`config.mk`:
```
export PLATFORM = sky130hd
export DESIGN_NAME = pending_interrupt_injector_top
export DESIGN_NICKNAME = d
export VERILOG_FILES = /design/src/pii_pkg.sv /design/src/pii_msb_find.sv /design/src/pending_interrupt_injector_top.sv
export SDC_FILE = /design/constraint.sdc
export NUM_CORES = 1
export LEC_CHECK = 0
export BUFFER_PORTS_ARGS = -buffer_cell sky130_fd_sc_hd__buf_2
export CORE_MARGIN = 5
export CORE_UTILIZATION = 63
export CTS_CLUSTER_SIZE = 10
export DETAILED_ROUTE_END_ITERATION = 10
export GPL_TIMING_DRIVEN = 0
export PLACE_DENSITY = 0.91
export SLEW_MARGIN = 20
export SYNTH_ARGS = -nofsm -noshare
export SYNTH_HDL_FRONTEND = slang
export SYNTH_SLANG_ARGS = --single-unit
export TNS_END_PERCENT = 5
```
`constraint.sdc`:
```
create_clock -name clk -period 23.3 [get_ports clk]
set_clock_uncertainty 0.15 [all_clocks]
set_input_delay 2.33 -clock clk [delete_from_list [all_inputs] [get_ports clk]]
set_output_delay 2.33 -clock clk [all_outputs]
set_load 0.02 [all_outputs]
```
`src/pii_pkg.sv`:
```
// Shared types, codes and word encoding for the pending interrupt injector.
package pii_pkg;

	localparam int PENDING_WORDS_DEF = 4;
	localparam int WORD_BITS = 64;

	localparam logic [2:0] OP_INJECT_EVENT = 3'd0;
	localparam logic [2:0] OP_EXT_INTR     = 3'd1;
	localparam logic [2:0] OP_NMI          = 3'd2;
	localparam logic [2:0] OP_EXCEPTION    = 3'd3;
	localparam logic [2:0] OP_DRAIN        = 3'd4;

	localparam logic [2:0] TYPE_INTR      = 3'd0;
	localparam logic [2:0] TYPE_NMI       = 3'd2;
	localparam logic [2:0] TYPE_EXCEPTION = 3'd3;

	localparam logic [7:0] NMI_VEC_NUM = 8'd2;

	typedef struct packed {
		logic [2:0]  opcode;
		logic [7:0]  vector;
		logic [2:0]  event_type;
		logic [31:0] err_code;
		logic        code_valid;
	} req_t;

	typedef struct packed {
		logic [63:0] injection_word;
		logic        word_written;
		logic        drain_found;
		logic [7:0]  drained_vector;
	} rsp_t;

	typedef struct packed {
		logic       found;
		logic [5:0] idx;
	} msb_t;

	// vector 7:0, type 10:8, error-code valid 11, valid 31, error code 63:32
	function automatic logic [63:0] make_word(input logic [7:0] vec, input logic [2:0] typ,
		input logic [31:0] ec, input logic ecv);
		logic [63:0] w;
		w = '0;
		w[7:0] = vec;
		w[10:8] = typ;
		w[31] = 1'b1;
		if (ecv) begin
			w[11] = 1'b1;
			w[63:32] = ec;
		end
		return w;
	endfunction

endpackage

```
`src/pii_msb_find.sv`:
```
// Highest set bit search over one 64-bit pending word.
module pii_msb_find (
	input  logic [63:0]   bits,
	output pii_pkg::msb_t msb
);
	import pii_pkg::*;

	always_comb begin
		msb = '0;
		for (int i = 0; i < WORD_BITS; i++) begin
			if (bits[i]) begin
				msb.found = 1'b1;
				msb.idx = 6'(i);
			end
		end
	end

endmodule

```
`src/pending_interrupt_injector_top.sv`:
```
// Pending interrupt injector: 256-bit pending register with injection word encoding.
//
// Request channel: req is taken at a rising edge where start is high and busy
// is low. Opcodes inject an event, an external interrupt, an NMI or an
// exception, or drain the highest pending vector.
// Result channel: done is high for exactly one cycle with rsp valid; the
// receiver cannot stall, so results are never held.
// The request edge moves the block into EXEC, and done and rsp are registered at the
// end of EXEC; busy is high in EXEC, so no new request is taken until then.
// The pending bits live in a one-read-port synchronous memory of PENDING_WORDS
// 64-bit words: the accept edge reads the target word, the next cycle
// modifies it and writes it back.
// Drain picks the highest word from per-word nonzero flags, then the highest
// bit inside that word.
// Reset clears the state machine and the per-word valid and nonzero flags;
// a word never written reads as zero, so all vectors start not pending.
module pending_interrupt_injector_top #(
	parameter int PENDING_WORDS = pii_pkg::PENDING_WORDS_DEF
) (
	input  logic          clk,
	input  logic          arst_n,
	input  logic          start,
	output logic          busy,
	input  pii_pkg::req_t req,
	output logic          done,
	output pii_pkg::rsp_t rsp
);
	import pii_pkg::*;

	localparam int IdxW = (PENDING_WORDS > 1) ? $clog2(PENDING_WORDS) : 1;

	typedef enum logic {IDLE, EXEC} state_t;

	state_t state_q;
	logic [63:0] mem [PENDING_WORDS];
	logic [PENDING_WORDS-1:0] ent_vld_q;
	logic [PENDING_WORDS-1:0] nz_q;

	req_t        req_s1;
	logic [1:0]  addr_s1;
	logic [63:0] rd_s1;
	logic        vld_s1;
	logic        any_s1;

	logic        accept;
	logic [1:0]  hi_idx;
	logic        any_nz;
	logic [1:0]  raddr;
	logic [63:0] cur;
	msb_t        msb;
	logic        wr_en;
	logic [63:0] wdata;
	rsp_t        rsp_d;

	assign accept = start && !busy;
	assign busy = (state_q == EXEC);

	always_comb begin
		hi_idx = '0;
		any_nz = 1'b0;
		for (int i = 0; i < PENDING_WORDS; i++) begin
			if (nz_q[i]) begin
				hi_idx = 2'(i);
				any_nz = 1'b1;
			end
		end
	end

	assign raddr = (req.opcode == OP_DRAIN) ? hi_idx : req.vector[7:6];

	always_ff @(posedge clk) begin
		if (accept) begin
			rd_s1 <= mem[raddr[IdxW-1:0]];
			req_s1 <= req;
			addr_s1 <= raddr;
		end
		// write back only in the modify cycle
		if (wr_en && busy) begin
			mem[addr_s1[IdxW-1:0]] <= wdata;
		end
	end

	assign cur = vld_s1 ? rd_s1 : '0;

	pii_msb_find u_msb (
		.bits(cur),
		.msb (msb)
	);

	always_comb begin
		wr_en = 1'b0;
		wdata = cur;
		rsp_d = '0;
		case (req_s1.opcode)
			OP_INJECT_EVENT: begin
				rsp_d.injection_word = make_word(req_s1.vector, req_s1.event_type, '0, 1'b0);
				rsp_d.word_written = 1'b1;
				if (req_s1.event_type == TYPE_INTR) begin
					wdata = cur | (64'd1 << req_s1.vector[5:0]);
					wr_en = (32'(addr_s1) < PENDING_WORDS);
				end
			end
			OP_EXT_INTR: begin
				rsp_d.injection_word = make_word(req_s1.vector, TYPE_INTR, '0, 1'b0);
				rsp_d.word_written = 1'b1;
				wdata = cur | (64'd1 << req_s1.vector[5:0]);
				wr_en = (32'(addr_s1) < PENDING_WORDS);
			end
			OP_NMI: begin
				rsp_d.injection_word = make_word(NMI_VEC_NUM, TYPE_NMI, '0, 1'b0);
				rsp_d.word_written = 1'b1;
			end
			OP_EXCEPTION: begin
				rsp_d.injection_word = make_word(req_s1.vector, TYPE_EXCEPTION,
					req_s1.err_code, req_s1.code_valid);
				rsp_d.word_written = 1'b1;
			end
			OP_DRAIN: begin
				if (any_s1 && msb.found) begin
					wdata = cur & ~(64'd1 << msb.idx);
					wr_en = 1'b1;
					rsp_d.injection_word = make_word({addr_s1, msb.idx}, TYPE_INTR, '0, 1'b0);
					rsp_d.word_written = 1'b1;
					rsp_d.drain_found = 1'b1;
					rsp_d.drained_vector = {addr_s1, msb.idx};
				end
			end
			default: begin
				rsp_d = '0;
			end
		endcase
	end

	always_ff @(posedge clk or negedge arst_n) begin
		if (!arst_n) begin
			state_q <= IDLE;
			done <= 1'b0;
			rsp <= '0;
			ent_vld_q <= '0;
			nz_q <= '0;
			vld_s1 <= 1'b0;
			any_s1 <= 1'b0;
		end else begin
			done <= 1'b0;
			case (state_q)
				IDLE: begin
					if (accept) begin
						vld_s1 <= ent_vld_q[raddr[IdxW-1:0]];
						any_s1 <= any_nz;
						state_q <= EXEC;
					end
				end
				EXEC: begin
					// write back and present the result together
					if (wr_en) begin
						ent_vld_q[addr_s1[IdxW-1:0]] <= 1'b1;
						nz_q[addr_s1[IdxW-1:0]] <= |wdata;
					end
					rsp <= rsp_d;
					done <= 1'b1;
					state_q <= IDLE;
				end
				default: begin
					state_q <= IDLE;
				end
			endcase
		end
	end

	a_done_after_exec: assert property (@(posedge clk) disable iff (!arst_n)
		done |-> $past(busy))
		else $error("result without a modify cycle");

	a_busy_one_cycle: assert property (@(posedge clk) disable iff (!arst_n)
		busy |=> !busy)
		else $error("modify cycle longer than one cycle");

	a_found_written: assert property (@(posedge clk) disable iff (!arst_n)
		(done && rsp.drain_found) |-> rsp.word_written)
		else $error("drain found without a word");

	a_nz_implies_valid: assert property (@(posedge clk) disable iff (!arst_n)
		(nz_q & ~ent_vld_q) == '0)
		else $error("nonzero flag on a word never written");

	a_drain_needs_flag: assert property (@(posedge clk) disable iff (!arst_n)
		(done && rsp.drain_found) |-> $past(any_s1))
		else $error("drain found with no nonzero word");

endmodule

```
==> summary.txt <==
Power and ir drop
  • Cell Pwr Density: around 95 nW/um2
  • Leak pwr: 0.00760 uW
  • VDD IR max: 109 uV

Place
  • DP Cell Count: ~1800
  • Port-buffer cells: 106
  • Place WS: 16.77 ns
  • DP HPWL: between 40000 and 50000 um
  • Gp weighted congestion: 1.09

Logic synthesis
  • Netlist Area Pre-Place: between 15000 and 20000 um2
  • Yosys warns: 0
  • Post-synthesis register bit count: around 440
  • Synth Instances: 1225
  • Post-synth ARST share: 15.2%
  • Synth top area share: 59.8%
  • Cell taking the most area after synthesis: edfxtp_1
  • Top-count cell post-synth: edfxtp_1
  • Post-synth cell types: 76
  • Seq/Total Area, Yosys: 68.7%
  • Mean Syn Cell Area: 15.1 um2
  • Synth Flop Type: edfxtp_1
  • EDFF count, synth: about 370
  • Ranking of synthesized cells by area: edfxtp_1 (60%), dfrtp_1 (8.9%), mux4_2 (7.9%)
  • Synth cell count leaders: edfxtp_1 (369), nand2_1 (88), nor2_1 (86)

Drt
  • WL/cell: ~34 um
  • DRC Markers: 0
  • ANT nets after route: 0
  • Via count of the routed design: 13683
  • Detailed Route WL: 63000 um
  • Initial DRC count: ~2700
  • Vias per cell: around 7.5
  • Initial DRT Pass Iterations: 8

Cells and area
  • Antenna cells: 0
  • Fillers: roughly 1700
  • Layout area overhead: 15.7%
  • Layout Cells excl Fill: 1828
  • Fin nets: 1473
  • Share of layout cells above drive strength 1: 21.9%

Die
  • CORE AREA: 28900 um2
  • Row cnt: 62
  • Chip width: roughly 180 um
  • Num ports: between 100 and 150
  • Initial Utilization: 64.2%
  • Die H: ~180 um
  • Die Footprint: 32900 um2

Clock network
  • Root Buffer: clkbuf_16
  • Reg clk slew, reported paths: 0.06 ns
  • Resize count post-CTS: 0
  • CTS buffer count: 50
  • CTS Hold Bufs: 0
  • TritonCTS clock tree: yes
  • Setup bufs post-CTS: 0
  • Clk_lat worst skew: approximately 0.55 ns
  • H-tree levels: 2
  • Clock sink count: 435
  • Clk buf depth: 3

Job
  • Max-cap violations: 0

Worst setup path
  • Crit path max fanout: 10
  • Critical path class: flop to flop
  • Critical Path AT: 7.63 ns
  • Setup crit end kind: flop
  • Worst EP required: 23.61 ns
  • Crit start category: flop

STA
  • Final period util: 31.4%
  • Final setup fails: 0
  • Period minus WS final: between 7 and 8 ns
  • Hold Slack: 0.311 ns
  • Final hold vios: 0
  • FMAX: 137 MHz
  • Setup TNS: 0 ns
  • RSZ-0062 raised after global routing: no
  • Worst-margin pin slew: 1.34 ns
  • Slew HR: 10.1%
  • Final-report max-slew violation count: 0
  • Final worst setup slack: 15.98 ns

Global route
  • Largest net degree at the start of global routing: 60
  • Initial antenna violation count: 2
  • Overflow after GRT: 0
  • GRT Total Usage: about 38%
  • Global-route wire length before repair: 91000 um
  • Vias in the first global route: about 14000

Hold path
  • Hold crit path type: flop to flop

Status
  • Status: finished clean
==> layout make-up <==
cell class / instances / area, um2 / area share [%]
clock inverter: 5 / 53.8 / 0.251
clock buffer: 68 / 1340 / 6.25
buffer: 73 / 360 / 1.68
multi-input combinational: 713 / 5480 / 25.6
inverter: 22 / 82.6 / 0.385
sequential: 435 / 12700 / 59.4
tap: 384 / 480 / 2.24
timing repair buffer: 128 / 905 / 4.22
==> flip-flops by register name, summed over array words and instances, names as in the netlist <==
signal,cells
ent_vld_q,4
mem,256
rd_s1,64
nz_q,4
busy,1
any_s1,1
rsp,54
addr_s1,2
vld_s1,1
done,1
req_s1,47
==> worst paths after layout <==
path | startpoint | cells past startpoint | slack [ns] | endpoint
setup reg to reg | vld_s1$_DFFE_PN0P_ | 14 | 15.98 | nz_q[3]$_DFFE_PN0P_
min in group asynchronous | arst_n | 1 | 1.46 | rsp[52]$_DFFE_PN0P_
hold reg to reg | req_s1[22]$_DFFE_PP_ | 1 | 0.31 | rsp[63]$_DFFE_PN0P_
max in group asynchronous | arst_n | 2 | 21.01 | rsp[64]$_DFFE_PN0P_
hold / removal | req_s1[22]$_DFFE_PP_ | 1 | 0.31 | rsp[63]$_DFFE_PN0P_
setup / recovery | vld_s1$_DFFE_PN0P_ | 14 | 15.98 | nz_q[3]$_DFFE_PN0P_
==> worst max-delay path, stage by stage, from the launching register on <==
cell and delay (ns):
dfrtp_1 0.33, clkbuf_1 0.60, clkbuf_1 0.66, buf_1 0.62
clkbuf_1 0.49, clkbuf_1 0.60, clkbuf_1 0.58, buf_1 0.77
clkbuf_1 0.67, nand2_1 0.10, a2bb2oi_1 0.64, nor4_1 0.29
nand4_1 0.19, and4bb_1 0.31, a21oi_1 0.22
==> metrics by stage <==
step	power, uW	util (%)	cell area (um2)
finish	2030	74.3	21400
global route	2070	74.3	21400
CTS	2000	74.2	21400
detailed placement	1310	69.4	20000
global placement	1310	68.0	19600
floorplan	1140	-	18600
==> cell usage in the layout (no fill, tap or decap), drive strengths merged, types with 8 or more instances in the layout <==
cell type,instances
buf,161
dfrtp,66
clkbuf,108
nand2,88
nor4,25
o2bb2ai,9
a22o,34
mux4,65
conb,19
o22ai,11
nand3,18
nand2b,13
o21ai,37
and2,8
mux2,8
edfxtp,369
or4,17
a31oi,16
or2,11
a41oi,9
a22oi,19
nor3,24
nor2b,13
inv,23
nor2,86
nand4,18
a21oi,36
==> report_power, final <==
group / switching (uW) / total [uW] / internal [uW]
logic: 308 / 415 / 107
clock network: 290 / 696 / 406
registers: 26.7 / 920 / 893
==> metal layers <==
metal  vias to the layer above  GRT usage, %  wire (um)
met5                         -             0          7
met3                       343          11.1       8870
met4                         2          19.2       4520
met1                      6646          50.1      21500
met2                      1372          57.0      28100
li1                       5320             -          -
==> logic make-up after synthesis <==
family,Yosys count,share of synthesized area (%)
flip-flops,435,68.7
AND/OR/NAND/NOR,351,9.72
AO/OA/AOI/OAI,270,10.8
buffers and inverters,95,2.38
multiplexers,73,8.39
other,1,0.0202
(Power assumes the default switching activity.)
